==> src/hw/rtl/aad_pkg.sv <==
// aad_pkg: shared constants, types and state codes for the area average downscaler.
// Used by aad_div and area_average_downscaler; depends on nothing.
`default_nettype none
package aad_pkg;

    localparam int OUT_WIDTH      = 256;
    localparam int MAX_OUT_HEIGHT = 256;
    localparam int MAX_SRC_DIM    = 4096;

    localparam int DIM_W   = 13;   // source dimensions and positions
    localparam int OCOL_W  = 9;    // still column/row, can hold OUT_WIDTH
    localparam int SUM_W   = 18;   // per-channel box sum
    localparam int CNT_W   = 11;   // box pixel count
    localparam int DVD_W   = 22;   // divider dividend / quotient
    localparam int DVS_W   = 13;   // divider divisor
    localparam int STEP_W  = 5;    // divider step counter

    localparam logic [DIM_W-1:0] WIDTH_RESET  = 13'd1920;
    localparam logic [DIM_W-1:0] HEIGHT_RESET = 13'd1080;

    // configuration register indexes
    localparam logic CFG_SRC_WIDTH  = 1'b0;
    localparam logic CFG_SRC_HEIGHT = 1'b1;

    typedef struct packed {
        logic             start;
        logic [DVD_W-1:0] dividend;
        logic [DVS_W-1:0] divisor;
    } div_req_t;

    typedef enum logic [3:0] {
        ST_HGO,
        ST_HWAIT,
        ST_RGO,
        ST_RWAIT,
        ST_IDLE,
        ST_READ,
        ST_UPD,
        ST_MGO,
        ST_MWAIT,
        ST_OUT
    } state_t;

endpackage
`default_nettype wire

==> src/hw/rtl/aad_div.sv <==
// aad_div: restoring divider, one quotient bit per cycle.
// Depends on aad_pkg.
`default_nettype none
module aad_div (
    input  wire logic                     clk,
    input  wire logic                     rst_n,
    input  wire aad_pkg::div_req_t        req,
    output logic                          done,
    output logic [aad_pkg::DVD_W-1:0]     quotient
);

    logic [aad_pkg::DVS_W-1:0]  rem_reg;
    logic [aad_pkg::DVD_W-1:0]  quo_reg;
    logic [aad_pkg::DVS_W-1:0]  dvs_reg;
    logic [aad_pkg::STEP_W-1:0] step_reg;
    logic                       busy_reg;
    logic                       done_reg;

    logic [aad_pkg::DVS_W:0]    shifted;
    logic [aad_pkg::DVS_W+1:0]  diff;
    logic                       ge;

    assign shifted = {rem_reg, quo_reg[aad_pkg::DVD_W-1]};
    assign diff    = {1'b0, shifted} - {2'b00, dvs_reg};
    assign ge      = ~diff[aad_pkg::DVS_W+1];

    always_ff @(posedge clk or negedge rst_n)
    begin
        if (!rst_n)
        begin
            busy_reg <= 1'b0;
            done_reg <= 1'b0;
        end
        else
        begin
            done_reg <= 1'b0;
            if (req.start)
            begin
                busy_reg <= 1'b1;
            end
            else if (busy_reg && step_reg == '0)
            begin
                busy_reg <= 1'b0;
                done_reg <= 1'b1;
            end
        end
    end

    always_ff @(posedge clk)
    begin
        if (req.start)
        begin
            rem_reg  <= '0;
            quo_reg  <= req.dividend;
            dvs_reg  <= req.divisor;
            step_reg <= aad_pkg::STEP_W'(aad_pkg::DVD_W - 1);
        end
        else if (busy_reg)
        begin
            rem_reg  <= ge ? diff[aad_pkg::DVS_W-1:0] : shifted[aad_pkg::DVS_W-1:0];
            quo_reg  <= {quo_reg[aad_pkg::DVD_W-2:0], ge};
            step_reg <= step_reg - 1'b1;
        end
    end

    assign done     = done_reg;
    assign quotient = quo_reg;

endmodule
`default_nettype wire

==> config.mk <==
export PLATFORM = sky130hd
export DESIGN_NAME = aad_div
export DESIGN_NICKNAME = d
export VERILOG_FILES = /design/src/hw/rtl/aad_pkg.sv /design/src/hw/rtl/aad_div.sv
export SDC_FILE = /design/constraint.sdc
export NUM_CORES = 1
export LEC_CHECK = 0
export BUFFER_PORTS_ARGS = -buffer_cell sky130_fd_sc_hd__clkbuf_2
export CORE_AREA = 2 2 81 83
export CTS_CLUSTER_DIAMETER = 60
export DETAILED_ROUTE_END_ITERATION = 10
export DIE_AREA = 0 0 83 85
export PLACE_DENSITY = 0.73
export SYNTH_ARGS = -nofsm -noshare
export SYNTH_HDL_FRONTEND = slang
export SYNTH_SLANG_ARGS = --single-unit
==> constraint.sdc <==
create_clock -name clk -period 2 [get_ports clk]
set_input_delay 0.1 -clock clk [delete_from_list [all_inputs] [get_ports clk]]
set_output_delay 0.1 -clock clk [all_outputs]
set_load 0.005 [all_outputs]
### Word level (Yosys, flattened, before mapping)

Cells that the tools add are included.

* register bits: 55
* latch bits: 0
* bits in writable memories: 0
* ROM bits: 0
* bits of input ports: 38
* output and inout port bits: 23
* memories kept: 0

* add/sub/neg operators: 2
* $mul: 0
* divide/modulo/power cells: 0
* magnitude comparators: 0
* equality and inequality tests: 0
* shifts and indexed selects: 0
* multiplexer cells: 7
* bitwise gates (word level): 1
* reduce and logical (&&, ||, !) cells: 4

Operators with widths (count)
* 22-bit two-way mux: 2
* 14-bit by 13-bit subtractor with 15-bit output: 1
* 13-bit two-way mux: 1
* 5-bit logical NOT: 1
* 5-bit by 1-bit subtractor with 5-bit output, second input constant: 1
* 1-bit two-way mux: 4
* 2-bit nonzero test: 2
* 1-bit logical AND: 1
* 1-bit NOT: 1

### Longest topological paths before layout

* depth in word-level cells: 4
* gate-level depth with buffers: 10

### Worst setup path before layout

OpenSTA, ideal clock, no wires.

* kind: flip-flop to flip-flop
* from: reg quo_reg, in the netlist quotient[21]
* to: reg rem_reg[9] in the netlist's numbering
* library setup time: 0.125 ns
* data arrival time: 2.111 ns
* data required time: 1.875 ns
* setup slack: -0.236 ns
* stages on the path, launching flop included: 11
* buffers on the path: 1
* clock period less this slack: 2.236 ns
* path through: edfxtp_1 -> inv_1 -> ha_1 -> fa_1 -> nand2b_1 -> a21o_4 -> a21oi_4 -> o31ai_4 -> buf_4 -> nor3_1 -> o31ai_2

* word-level cells in the longest chain between the ends: 2

RTL lines
* start: declaration: RTL line aad_div.sv:13 `logic [aad_pkg::DVD_W-1:0] quo_reg;`
* start signal: assignment: RTL line aad_div.sv:54 `quo_reg <= req.dividend;`
* start signal: assignment: RTL line aad_div.sv:61 `quo_reg <= {quo_reg[aad_pkg::DVD_W-2:0], ge};`
* 14-bit by 13-bit subtractor with 15-bit output: RTL line aad_div.sv:24 `assign diff = {1'b0, shifted} - {2'b00, dvs_reg};`
* 13-bit two-way mux: RTL line aad_div.sv:60 `rem_reg <= ge ? diff[aad_pkg::DVS_W-1:0] : shifted[aad_pkg::DVS_W-1:0];`
* end signal: assignment: RTL line aad_div.sv:60
* end: declaration: RTL line aad_div.sv:12 `logic [aad_pkg::DVS_W-1:0] rem_reg;`

Every way passes these cells.
A chain may end at the register's enable or synchronous reset.

### Worst setup path in the final report

* from: reg quo_reg, in the netlist quotient[21]
* to: reg rem_reg[6] in the netlist's numbering

Same word-level chain as after synthesis.

==> results_dict.tcl <==
set metrics [dict create \
    nNetsFinal 414 \
    start_kind "register" \
    tritoncts "yes" \
    clkTransAtPathRegs_ps 110 \
    finalCritPeriodShare_pct 111 \
    totalPowerFinal_w 0.00245 \
    placedCellCount 410 \
    syn_area_um2 2910 \
    dp_hpwl_um 4730 \
    ir_drop_v 0.000503 \
    yosysUniqueCellTypes 51 \
    root_buffer "clkbuf_8" \
    crit_fanout 6 \
    r2r_slack_ps -220 \
    yosysSeqAreaShare_pct 50.3 \
    boundaryPins 61 \
    vias 2324 \
    area_delta_synth_final_pct 33.4 \
    dr_wl_met2_um 3470 \
    post-route-drc-count 0 \
    cts.sink_count 55 \
    rows 29 \
    relSlewSlack_pct 65.7 \
    fin_ws_ps -222 \
    worstReg2RegStart "quotient[21]" \
    final.min_clock_period_ps 2220 \
    tightest_slew_ps 515 \
    drive_gt1_share_pct 42.5 \
    ys_ff_latch 55 \
    ant_nets 0 \
    synth_cells 255 \
    core_area_um2 6200 \
    detail_route.wl_per_cell_um 15.0 \
    synthArstFlopShare_pct 3.64 \
    die_width_um 83 \
    hold_path.class "in2reg" \
    grt_max_degree 27 \
    cts_buffers 5 \
    initial_core_util_pct 46.8 \
    run_status "finished, violations left" \
    worstRegToRegCells 10 \
    worstHoldPathCells 2 \
    met3WireLength_um 260 \
    crit_start "quotient[21]" \
    h-tree-depth 2 \
    grt.total_usage_pct 18.3 \
    first_pass_iters 4 \
    drtIter0Drc 82 \
    worstPathArrival_ps 2450 \
    slew_viol_final 0 \
    wl_met1_um 2740 \
    dieHeight_um 85 \
    overflow 0 \
    via_per_inst 5.29 \
    power_leakage_nw 1.68 \
    rsz0062_at_grt "yes" \
    gp_congestion 0.817 \
    maxCapViolCount 0 \
    failed_checks "negative setup slack" \
    avgSynthCellArea_um2 11.4 \
    endpoint "rem_reg[6]" \
    wirelength_um 6580 \
    grt_antenna_before_repair 0 \
    finalHoldViolCount 0 \
    setup_viol 14 \
    grt_pass1_vias 2269 \
    synth-edff-count 35 \
    synth_ff_type "edfxtp_1" \
    top_layer "met4" \
    max_freq_mhz 450 \
    port-buffer-count 60 \
    clk_path_buf_depth 2 \
    reg2reg_to "rem_reg[6]" \
    skew_ps 5.18 \
    final_core_utilization_pct 62.5 \
    crit_type "reg2reg" \
    syn-num-nets 308 \
    grt_pass1_wl_um 10400 \
    largest_reg_flops 22 \
    antenna_cells 0 \
    stdcell_count 439 \
    die_area_um2 7060 \
    ys_warn_count 0 \
    cp-end-kind "register" \
    critical_path_required_ps 2220 \
    power_density_nw_per_um2 631 \
    clock_latency_ps 310 \
]
==> how the worst min path moves through the flow <==
stage	from	endpoint	slack, ps
after floorplan	rst_n	busy_reg	-200
after global placement	rst_n	done	-110
after detailed placement	rst_n	done	-110
final	req[14]	quotient[1]	80
after CTS	req[20]	quotient[7]	70
after global routing	req[32]	quotient[19]	70
==> what timing repair did <==
item                                    in CTS  in global routing
endpoints found under the setup margin      14                 14
hold buffers                                14                  0
pin swaps                                    6                  2
buffers inserted                             6                  1
endpoints found under the hold margin       15                  0
resized for setup                            7                  9
==> power by group <==
part	leakage, nW	switching (W)	internal (W)
logic	1.10	0.000208	0.000252
clock network	0.0489	0.000393	0.000255
registers	0.531	0.0000420	0.00130
total	1.68	0.000643	0.00180
==> routing by layer <==
| metal | vias to the layer above | track usage, % |
|---|---|---|
| met4 | 0 | 6.41 |
| met1 | 1118 | 21.8 |
| met3 | 11 | 4.28 |
| met2 | 61 | 32.4 |
| li1 | 1134 | - |
| met5 | - | 0 |
==> placed cells by master, fill, tap and decap left out, drive strengths merged, types with 3 or more instances in the layout <==
cell	count
o311ai	4
nand2b	7
mux2i	3
inv	22
dlygate4sd3	14
clkbuf	65
nand3	5
a21oi	15
xor2	4
mux2	23
edfxtp	35
dfxtp	18
ha	14
o31ai	4
o21ai	7
and3	3
nor3	4
xnor2	6
buf	37
nor2	17
nor3b	3
a311oi	3
o211ai	4
nor2b	4
nand2	20
==> critical path, stage by stage, from the launching register on <==
cell and delay [ps]:
edfxtp_1 420, inv_1 80, ha_2 190, fa_2 210, nand2b_4 130, a21o_4 130
a21oi_4 70, o31ai_4 400, buf_6 200, nand2_1 70, a311oi_2 250
==> per-stage QoR <==
stage                     hold slack, ps  setup TNS, ps  setup WS (ps)  area [um^2]
after floorplan                     -196           -796           -117         2940
after CTS                           73.9          -2170           -200         3820
after global routing                72.4          -3400           -308         3880
final                               79.8          -2310           -222         3880
after global placement              -114          -1050           -128         3510
after detailed placement            -112          -2170           -263         3510
==> cells in the mapped netlist (all sizes together), types with 2 or more instances <==
cell	instances	area (um^2)
o211ai	4	35.0
dfxtp	18	360
mux2	23	259
a31oi	2	18.8
a211oi	2	15.0
o21ai	7	35.0
ha	14	175
o311ai	4	35.0
a32oi	2	17.5
nor3	4	20.0
nor3b	3	22.5
nor2b	4	25.0
nand2b	7	43.8
a21oi	15	93.9
buf	4	27.5
a311oi	3	38.8
dfrtp	2	50.1
clkbuf	8	31.3
edfxtp	35	1050
and3	3	18.8
xor2	4	35.0
o31ai	4	48.8
nor2	17	63.8
nand3	5	25.0
nand2	20	80.1
o21bai	2	15.0
a311o	2	20.0
mux2i	3	30.0
inv	20	75.1
xnor2	6	52.6
a21o	2	22.5
==> area by class of cell <==
class | count | area [um^2]
tap | 77 | 96.3
clock buffer | 5 | 68.8
inverter | 20 | 75.1
sequential | 55 | 1460
multi-input combinational | 168 | 1400
timing repair buffer | 111 | 749
clock inverter | 3 | 22.5
fill | 487 | 2330
==> kinds of logic (layout without fill, tap and decap cells) <==
group	count (synthesis)	after routing	synth area share, %
multiplexers	26	26	9.95
buffers and inverters	32	139	4.61
adder cells (fa/ha/maj)	15	15	6.72
XOR/XNOR	10	10	3.01
AND/OR/NAND/NOR	67	67	11.5
AO/OA/AOI/OAI	50	50	13.9
flip-flops	55	55	50.3
(Power assumes the default switching activity.)
